===== config.mk =====
export PLATFORM = sky130hd
export DESIGN_NAME = spq_ring_ctrl
export DESIGN_NICKNAME = d
export VERILOG_FILES = /design/src/design/spq_pkg.sv /design/src/design/spq_ring_ctrl.sv
export SDC_FILE = /design/constraint.sdc
export NUM_CORES = 1
export LEC_CHECK = 0
export BUFFER_PORTS_ARGS = -buffer_cell sky130_fd_sc_hd__buf_4
export CORE_MARGIN = 2
export CORE_UTILIZATION = 25
export CTS_CLUSTER_DIAMETER = 50
export DETAILED_ROUTE_END_ITERATION = 10
export PLACE_DENSITY_LB_ADDON = 0.2
export SLEW_MARGIN = 15
export SYNTH_ARGS = -nofsm -noshare
export SYNTH_HDL_FRONTEND = slang
export SYNTH_SLANG_ARGS = --single-unit
export TNS_END_PERCENT = 20

===== constraint.sdc =====
create_clock -name clock -period 3.58 [get_ports clock]
set_clock_uncertainty 0.05 [all_clocks]
set_input_delay 0.537 -clock clock [delete_from_list [all_inputs] [get_ports clock]]
set_output_delay 0.537 -clock clock [all_outputs]
set_load 0.005 [all_outputs]

===== src/design/spq_pkg.sv =====
package spq_pkg;

   localparam int LEVELS_DEF      = 4;
   localparam int RING_DEPTH_DEF  = 256;
   localparam int HANDLE_BITS_DEF = 16;

   localparam int HANDLE_FIELD_W = 16;
   localparam int LEVEL_FIELD_W  = 2;
   localparam int STATUS_W       = 2;

   localparam logic CMD_ENQ = 1'b0;
   localparam logic CMD_DEQ = 1'b1;

   localparam logic [STATUS_W-1:0] ST_STORED    = 2'd0;
   localparam logic [STATUS_W-1:0] ST_FULL      = 2'd1;
   localparam logic [STATUS_W-1:0] ST_DELIVERED = 2'd2;
   localparam logic [STATUS_W-1:0] ST_EMPTY     = 2'd3;

   // Decision for one beat, from the pointer logic to the slot memory and result stage
   typedef struct packed {
      logic                     wr_en;
      logic                     rd_en;
      logic [STATUS_W-1:0]      status;
      logic [LEVEL_FIELD_W-1:0] level;
   } ring_op_type;

endpackage


===== src/design/spq_ring_ctrl.sv =====
module spq_ring_ctrl
   import spq_pkg::*;
#(
   parameter int LEVELS     = LEVELS_DEF,
   parameter int RING_DEPTH = RING_DEPTH_DEF,
   localparam int PTR_W     = $clog2(RING_DEPTH),
   localparam int LVL_IDX_W = (LEVELS > 1) ? $clog2(LEVELS) : 1,
   localparam int ADDR_W    = LVL_IDX_W + PTR_W
) (
   input  logic                     clock,
   input  logic                     reset,
   input  logic                     fire,
   input  logic                     cmd,
   input  logic [LEVEL_FIELD_W-1:0] level,
   output ring_op_type              op,
   output logic [ADDR_W-1:0]        wr_addr,
   output logic [ADDR_W-1:0]        rd_addr
);

   logic [PTR_W-1:0] head_ff [LEVELS];
   logic [PTR_W-1:0] head_in [LEVELS];
   logic [PTR_W-1:0] tail_ff [LEVELS];
   logic [PTR_W-1:0] tail_in [LEVELS];

   logic [LEVELS-1:0]    full;
   logic [LEVELS-1:0]    nonempty;
   logic                 lvl_hit;
   logic [LVL_IDX_W-1:0] enq_idx;
   logic                 enq_ok;
   logic [LVL_IDX_W-1:0] pick_idx;
   logic                 pick_any;
   logic                 do_enq;
   logic                 do_deq;

   // Full means the tail sits one slot behind the head
   always_comb begin
      for (int l = 0; l < LEVELS; l++) begin
         full[l]     = (PTR_W'(tail_ff[l] + 1'b1) == head_ff[l]);
         nonempty[l] = (head_ff[l] != tail_ff[l]);
      end
   end

   assign lvl_hit = (32'(level) < LEVELS);
   assign enq_idx = lvl_hit ? LVL_IDX_W'(level) : '0;
   assign enq_ok  = lvl_hit && !full[enq_idx];

   // Lowest-numbered non-empty level wins
   always_comb begin
      pick_idx = '0;
      pick_any = 1'b0;
      for (int l = LEVELS - 1; l >= 0; l--) begin
         if (nonempty[l]) begin
            pick_idx = LVL_IDX_W'(l);
            pick_any = 1'b1;
         end
      end
   end

   assign do_enq = fire && (cmd == CMD_ENQ) && enq_ok;
   assign do_deq = fire && (cmd == CMD_DEQ) && pick_any;

   always_comb begin
      for (int l = 0; l < LEVELS; l++) begin
         tail_in[l] = tail_ff[l];
         head_in[l] = head_ff[l];
         if (do_enq && (enq_idx == LVL_IDX_W'(l))) begin
            tail_in[l] = PTR_W'(tail_ff[l] + 1'b1);
         end
         if (do_deq && (pick_idx == LVL_IDX_W'(l))) begin
            head_in[l] = PTR_W'(head_ff[l] + 1'b1);
         end
      end
   end

   always_ff @(posedge clock) begin
      if (reset) begin
         for (int l = 0; l < LEVELS; l++) begin
            head_ff[l] <= '0;
            tail_ff[l] <= '0;
         end
      end else begin
         for (int l = 0; l < LEVELS; l++) begin
            head_ff[l] <= head_in[l];
            tail_ff[l] <= tail_in[l];
         end
      end
   end

   assign wr_addr = {enq_idx, tail_ff[enq_idx]};
   assign rd_addr = {pick_idx, head_ff[pick_idx]};

   always_comb begin
      op.wr_en = do_enq;
      op.rd_en = do_deq;
      if (cmd == CMD_ENQ) begin
         op.status = enq_ok ? ST_STORED : ST_FULL;
         op.level  = '0;
      end else begin
         op.status = pick_any ? ST_DELIVERED : ST_EMPTY;
         op.level  = pick_any ? LEVEL_FIELD_W'(pick_idx) : '0;
      end
   end

endmodule


==> out/results.ini, run 1 <==
[run_status]
outcome=complete, no violations

[yosys]
synth_top_area_share_pct=27.7
syn_area_per_cell_um2=8.38
ys_seq_area_share_pct=27.7
ys_seq_elements=64
synth_top_flop_cell=dfxtp_1
synthesis.instances=551
synth_area_leaders=dfxtp_1 28%, xor2_1 7.8%, xnor2_1 7.6%, mux2i_1 7.4%, nor2_1 5.1%
syn_nets=565
yosys.area.top_type=dfxtp_1
synth_edf_count=0
syn_area_um2=4620
synth_cell_type_count=62
async_flop_share_pct=0
yosys_warnings=0

[final_layout]
layout_commonest_cell=nor2_1
nets=572
syn_to_final_growth_pct=16.7
final_cell_mix=63 x nor2_1, 60 x dfxtp_1, 45 x buf_4
drive_gt1_share_pct=17.4
register_area_um2=1290
multi_input_area_um2=3110
num_antenna_cells=0
fillers=1933

[sta]
fin_ws_ps=140
fin_crit_ps=3440
drv_slew=0
finalHoldViolCount=0
tightest_slew_ps=772
setup_tns_ps=0
relSlewSlack_pct=48.5
fmax_ghz=0.291
fin_crit_sh_pct=96.1
setup_viol=0

[floorplan]
die_w_um=140
die-area_um2=19600
die_h_um=140
num_io_pins=32
num_rows=49
core_area_um2=18000
initial_core_util_pct=25.6

[worst_setup_path]
crit_type=reg2out
cpPeakStageDelay_ps=640
crit_buf_inv=1
crit_family=simple AND/OR/NAND/NOR gates
critPathSlowestCell=or4b_2
crit_chain=nand2_1 > or4b_2 > a21oi_1 > nor3_1 > or2_2 > o2bb2ai_1 > o21ai_2 > buf_4
worstPathArrival_ps=2850
cp.required_ps=2990
setup.worst_path.start_class=flop
crit_path_max_fanout=10
cp-end-kind=primary output

[clocking]
cts_buffers=9
cts_sinks=64
clk_path_buf_depth=2
cts.clk_slew.worst_paths_ps=60
insertion_delay_ps=340
hold_buffers=0
cts_tree=done
cts-htree-levels=3
clockRootBuffer=clkbuf_16

[job]
cap_viol_max_count=0

[placed_design]
gp_congestion=0.871
io_buffer_count=31
dp_hpwl_mm=10.3
post-place-ws_ps=391

[detailed_routing]
wl_per_cell_um=17.5
remaining_drc_errors=0
ant_nets=0
viasPerCell=5.11
first_pass_iters=4
wl_mm=13.9
via_count=4047
drt_iter0_drc=190

[min_path]
holdCritPathClass=reg2reg

[grt]
grt_first_pass_wirelength_mm=21.8
grt_pass1_vias=3913
grt_max_degree=71
overflow=0
track_usage_pct=14.3
antenna_found_initial=0

[power]
static-leakage-power_nw=2.14
peakVddDrop_mv=0.184
power_density_nw_per_um2=339

Yosys cell counts, types with 7 or more instances:
library cell,n
xor2_1,41
nand2_1,32
ha_1,8
nand2b_1,7
buf_2,12
nor2b_1,9
clkbuf_1,30
inv_1,8
nand3_1,18
mux2i_1,34
o21ai_0,14
nor2_1,63
nor3b_1,7
nand4_1,25
nor3_1,10
and3_1,12
xnor2_1,40
dfxtp_1,64
a21oi_1,18
state kept, by name, summed over array words and instances, names as in the netlist:
name,flops
head_ff,32
tail_ff,32
what timing repair did:
action / 4_1_cts / 5_1_grt
endpoints found under the setup margin: 1 / 9
buffers inserted: 0 / 0
gates resized for setup: 1 / 9
per-layer routing:
layer	vias to the layer above	wire, µm	GRT usage (%)	part of all wire [%]
li1	1968	-	-	-
met1	1990	6480	18.7	47
met2	73	6530	23.7	47
met3	16	530	1.98	3.8
met4	0	343	6.32	2.5
met5	-	0	0	0
power breakdown:
group          internal, mW  switching [mW]
sequential            0.716         0.00734
clock                 0.615           0.344
combinational        0.0624          0.0830
through the flow:
step / hold WS (ps) / instance area, µm² / cells / utilization, % / power [mW]
2_1_floorplan: 423 / 4620 / 551 / - / 0.832
3_3_place_gp: 461 / 5040 / 776 / 27.9 / 0.883
3_5_place_dp: 469 / 5040 / 776 / 27.9 / 0.883
4_1_cts: 483 / 5360 / 792 / 29.7 / 1.85
5_1_grt: 509 / 5390 / 792 / 29.9 / 1.88
6_report: 471 / 5390 / 792 / 29.9 / 1.83
cell families (layout without fill, tap and decap cells):
kind of cell             after synthesis  in the layout  share of synthesized area (%)
AO/OA/AOI/OAI                         68             68                           10.6
buffers and inverters                 58             70                           5.53
AND/OR/NAND/NOR                      226            226                           26.1
XOR/XNOR                              81             81                           15.4
multiplexers                          46             46                           12.4
flip-flops                            64             64                           27.7
adder cells (fa/ha/maj)                8              8                           2.17
layout make-up:
type | count | area share (%)
timing repair buffer | 46 | 6.64
clock buffer | 14 | 5.27
sequential | 64 | 23.9
multi-input combinational | 429 | 57.7
inverter | 8 | 0.557
clock inverter | 2 | 0.650
tap | 229 | 5.32
worst min-delay path, stage by stage (launching register included):
cell	delay [ps]
dfxtp_1	340
o31ai_1	70
a21oi_1	60
final timing paths:
kind	start	to	slack [ps]	depth (start not counted)
min reg2reg	tail_ff[1][7]	tail_ff[1][7]	470	2
min	tail_ff[1][7]	tail_ff[1][7]	470	2
max	tail_ff[2][5]	op[2]	140	8
max reg2reg	tail_ff[2][5]	tail_ff[2][1]	740	7
No activity file was read; power rests on OpenSTA's default activity.
==> inputs of run 2 (changes only) <==
--- a/config.mk
+++ b/config.mk
@@ -5,6 +5,7 @@
 export SDC_FILE = /design/constraint.sdc
 export NUM_CORES = 1
 export LEC_CHECK = 0
+export ABC_AREA = 1
 export BUFFER_PORTS_ARGS = -buffer_cell sky130_fd_sc_hd__buf_4
 export CORE_MARGIN = 2
 export CORE_UTILIZATION = 25
==> out/results.ini, run 2 <==
[run_status]
outcome=complete, no violations

[yosys]
ys_seq_area_share_pct=24.3
async_flop_share_pct=0
synth_area_leaders=dfxtp_1 24%, nand2_1 19%, inv_1 7.7%, nor2_1 7.5%, xor2_1 7.0%
yosys.area.top_type=dfxtp_1
synth_cell_type_count=43
ys_seq_elements=64
synth_edf_count=0
ys_top_cells_by_count=269 x nand2_1, 109 x inv_1, 105 x nor2_1, 64 x dfxtp_1, 48 x nand3_1
yosys_warnings=0
synth_top_area_share_pct=24.3
syn_area_um2=5280
yosysMostFrequentCell=nand2_1
synth_top_flop_cell=dfxtp_1
synthesis.instances=858
syn_area_per_cell_um2=6.16
syn_nets=872

[grt]
overflow=0
track_usage_pct=16.4
grt_first_pass_wirelength_mm=27.7
grt_max_degree=31
antenna_found_initial=0
grt_pass1_vias=4952

[worst_setup_path]
critPathSlowestCell=dfxtp_1
cp-end-kind=primary output
crit_path_max_fanout=9
reg2reg_from=tail_ff[0][1]
path_common_cell=nand2_1
worstPathArrival_ps=2650
cp.depth=14
crit_family=simple AND/OR/NAND/NOR gates
cpPeakStageDelay_ps=460
crit_buf_inv=3
setup.worst_path.start_class=flop
r2r-end=tail_ff[0][5]
cp.required_ps=2990
crit_type=reg2out
crit_chain=inv_1 > nand2_1 > nand2_1 > inv_1 > nand2_1 > nor2_1 > nand4_2 > nor2_1 > nand2_1 > nand2_4 > nor2_1 > a21oi_1 > o211ai_1 > buf_4
r2r_slack_ps=890
r2r_cells=15

[sta]
whs_ps=458
setup_viol=0
finalHoldViolCount=0
setup_tns_ps=0
fin_crit_sh_pct=90.5
fin_crit_ps=3240
rsz0062_at_grt=false
relSlewSlack_pct=71.7
tightest_slew_ps=424
drv_slew=0
fmax_ghz=0.309

[power]
static-leakage-power_nw=2.84
peakVddDrop_mv=0.251
power_density_nw_per_um2=383
p_total_mw=2.30

[floorplan]
die-area_um2=22300
num_io_pins=32
die_h_um=149
core_area_um2=20900
initial_core_util_pct=25.3
num_rows=53
die_w_um=149

[clocking]
cts_sinks=64
cts-htree-levels=3
cts_resized=0
clk_path_buf_depth=2
cts_tree=done
hold_buffers=0
cts_setup_buffers=0
cts_buffers=9
insertion_delay_ps=350
clockRootBuffer=clkbuf_16
cts.clk_slew.worst_paths_ps=60

[final_layout]
multi_input_area_um2=3340
fillers=2400
syn_to_final_growth_pct=13.7
register_area_um2=1280
drive_gt1_share_pct=11.1
reg.largest.list=head_ff (32), tail_ff (32)
layout_commonest_cell=nand2_1
final_util_pct=28.8
final_cell_mix=269 x nand2_1, 109 x inv_1, 104 x nor2_1
num_antenna_cells=0
layout.cells.non_filler=1154
nets=890

[placed_design]
io_buffer_count=31
dp_cells=1140
dp_hpwl_mm=13.6
gp_congestion=0.877

[job]
cap_viol_max_count=0

[detailed_routing]
ant_nets=0
via_count=5176
first_pass_iters=4
wl_mm=17.6
viasPerCell=4.49
drt_iter0_drc=174
remaining_drc_errors=0
wl_per_cell_um=15.2

[min_path]
min-delay-start=head_ff[0][7]
holdCritPathClass=reg2reg
hold_depth=2
min_to=head_ff[0][7]

## run 2: cell count changes after synthesis, moves of 9 or more
cell	delta
inv_1	+101
nand2_1	+237
clkbuf_1	-19
mux2i_1	-34
xnor2_1	-23
nor2b_1	-9
and3_1	-12
a21oi_1	+12
inv_2	+11
nand3_1	+30
nor2_1	+42
## run 2: how the worst max path moves through the flow
stage / start / end / slack (ps)
3_3_place_gp: tail_ff[0][0] / rd_addr[1] / 700
2_1_floorplan: tail_ff[3][1] / op[2] / 1250
6_report: tail_ff[0][0] / rd_addr[1] / 340
5_1_grt: tail_ff[0][0] / rd_addr[1] / 70
4_1_cts: tail_ff[0][0] / rd_addr[1] / 370
3_5_place_dp: tail_ff[0][0] / rd_addr[1] / 760
## run 2: cell families after synthesis
kind of cell | Yosys count | synth area share (%)
AND/OR/NAND/NOR | 493 | 42.2
buffers and inverters | 155 | 12.5
AO/OA/AOI/OAI | 79 | 9.33
XOR/XNOR | 59 | 9.78
adder cells (fa/ha/maj) | 8 | 1.90
flip-flops | 64 | 24.3
## run 2: worst reg2reg max path: stages (launching register included)
cell and delay [ps]:
dfxtp_1 470, ha_1 250, nand3_1 170, nor2_1 220, nand2_1 80, nand2_1 80
nor2_1 40, nand3_1 90, nand2_1 70, nand2_1 90, inv_2 50, nand2_4 60
buf_4 280, nand3_2 330, nor2_1 180, nor2_1 60
## run 2: stage by stage
step	setup WS, ps	instance area (µm²)
6_report	341	6010
2_1_floorplan	1250	5280
5_1_grt	70.9	6010
3_5_place_dp	762	5730
4_1_cts	373	6010
3_3_place_gp	701	5730
## run 2: routing by layer
layer / routed length (µm) / GRT usage, % / part of all wire (%)
met5: 0 / 0 / 0
met4: 352 / 6.10 / 2.0
met3: 786 / 2.54 / 4.5
met2: 8060 / 26.2 / 46
met1: 8360 / 22.4 / 48
## run 2: area by class of cell
class / instances / share of cell area (%)
well taps: 275 / 5.73
repair buffers: 40 / 5.00
inverters: 122 / 7.71
flip-flops and latches: 64 / 21.3
clock buffers: 14 / 4.56
multi-input cells: 639 / 55.7
## run 2: power by group
group	switching (mW)	total [mW]	internal, mW	leakage (nW)
Sequential	0.0404	0.775	0.735	0.517
Combinational	0.457	0.668	0.212	2.19
Clock	0.338	0.856	0.518	0.135
Total	0.835	2.30	1.46	2.84
==> inputs of run 3 (changes only) <==
==> constraint.sdc (replaced) <==
create_clock -name clock -period 3.58 [get_ports clock]
set_clock_uncertainty 0.05 [all_clocks]
set_input_delay 0.358 -clock clock [delete_from_list [all_inputs] [get_ports clock]]
set_output_delay 0.358 -clock clock [all_outputs]
set_load 0.005 [all_outputs]
==> out/results.ini, run 3 (synthesis results as in run 2) <==
[run_status]
outcome=complete, no violations

[worst_setup_path]
setup.worst_path.start_class=flop
critPathSlowestCell=dfxtp_1
crit_family=simple AND/OR/NAND/NOR gates
crit_type=reg2out
crit_buf_inv=3
path_common_cell=nand2_1
crit_path_max_fanout=21
cp-end-kind=primary output
cp.required_ps=3170
cpPeakStageDelay_ps=470
crit_chain=inv_2 > nand2_1 > nand2_1 > nor2_1 > nand4_1 > and2b_4 > nand2_2 > nand3_4 > inv_6 > buf_4
worstPathArrival_ps=2610

[sta]
setup_tns_ps=0
setup_viol=0
drv_slew=0
relSlewSlack_pct=40.9
fin_crit_ps=3010
whs_ps=379
tightest_slew_ps=886
rsz0062_at_grt=false
fmax_ghz=0.332
fin_crit_sh_pct=84.2
finalHoldViolCount=0

[detailed_routing]
wl_mm=17.5
remaining_drc_errors=0
via_count=5242
wl_per_cell_um=15.2
viasPerCell=4.56
drt_iter0_drc=300
first_pass_iters=5
ant_nets=0

[power]
static-leakage-power_nw=2.83
peakVddDrop_mv=0.230
power_density_nw_per_um2=392

[floorplan]
die_h_um=149
core_area_um2=20900
num_io_pins=32
die-area_um2=22300
initial_core_util_pct=25.3
die_w_um=149
num_rows=53

[clocking]
clk_path_buf_depth=2
cts_setup_buffers=0
cts_resized=0
cts.clk_slew.worst_paths_ps=60
clockRootBuffer=clkbuf_16
cts_tree=done
hold_buffers=0
cts_sinks=64
insertion_delay_ps=340
cts_buffers=9
cts-htree-levels=3

[final_layout]
fillers=2388
drive_gt1_share_pct=10.9
syn_to_final_growth_pct=13.4
final_cell_mix=269 x nand2_1, 109 x inv_1, 104 x nor2_1
layout_commonest_cell=nand2_1
nets=885
reg.largest.list=head_ff (32), tail_ff (32)
layout.cells.non_filler=1149
num_antenna_cells=0

[grt]
overflow=0
track_usage_pct=16.4
antenna_found_initial=0
grt_first_pass_wirelength_mm=28.1
grt_pass1_vias=4918
grt_max_degree=36

[min_path]
holdCritPathClass=in2reg

[placed_design]
gp_congestion=0.894
io_buffer_count=31
dp_hpwl_mm=13.6
dp_cells=1135

[job]
cap_viol_max_count=0

==> run 3: through the flow <==
step / setup slack, ps / utilization, % / power (mW) / area, µm²
after global routing: 319 / 28.7 / 2.48 / 5990
after CTS: 527 / 28.7 / 2.38 / 5990
after detailed placement: 903 / 27.3 / 1.46 / 5690
final: 566 / 28.7 / 2.35 / 5990
after floorplan: 1430 / - / 1.27 / 5280
after global placement: 850 / 27.3 / 1.46 / 5690
==> run 3: power breakdown <==
group | switching (mW) | total [mW] | internal [mW] | leakage (nW)
Combinational | 0.458 | 0.666 | 0.208 | 2.16
Clock | 0.338 | 0.906 | 0.568 | 0.143
Sequential | 0.0399 | 0.774 | 0.735 | 0.517
==> run 3: final cells by class <==
type / count / area [µm²] / area share (%)
Tap cell: 275 / 344 / 5.74
Inverter: 122 / 463 / 7.73
Sequential cell: 64 / 1280 / 21.4
Clock inverter: 3 / 42.5 / 0.710
Timing Repair Buffer: 35 / 263 / 4.39
Clock buffer: 11 / 253 / 4.22
Multi-Input combinational cell: 639 / 3340 / 55.8
==> run 3: per-layer routing <==
metal  up-vias  global-route usage (%)  wire length [µm]
met5         -                       0                 0
met4         0                    6.05               392
met3        23                    2.08               590
met2        94                    26.3              8000
met1      2403                    22.5              8500
li1       2722                       -                 -
==> run 3: worst paths after layout <==
| path | start | endpoint | slack (ps) | cells after the start |
|---|---|---|---|---|
| max | head_ff[3][6] | op[4] | 570 | 10 |
| min | reset | tail_ff[3][0] | 380 | 2 |
| max reg2reg | tail_ff[0][1] | tail_ff[0][1] | 920 | 14 |
| min reg2reg | head_ff[0][0] | head_ff[0][0] | 460 | 2 |
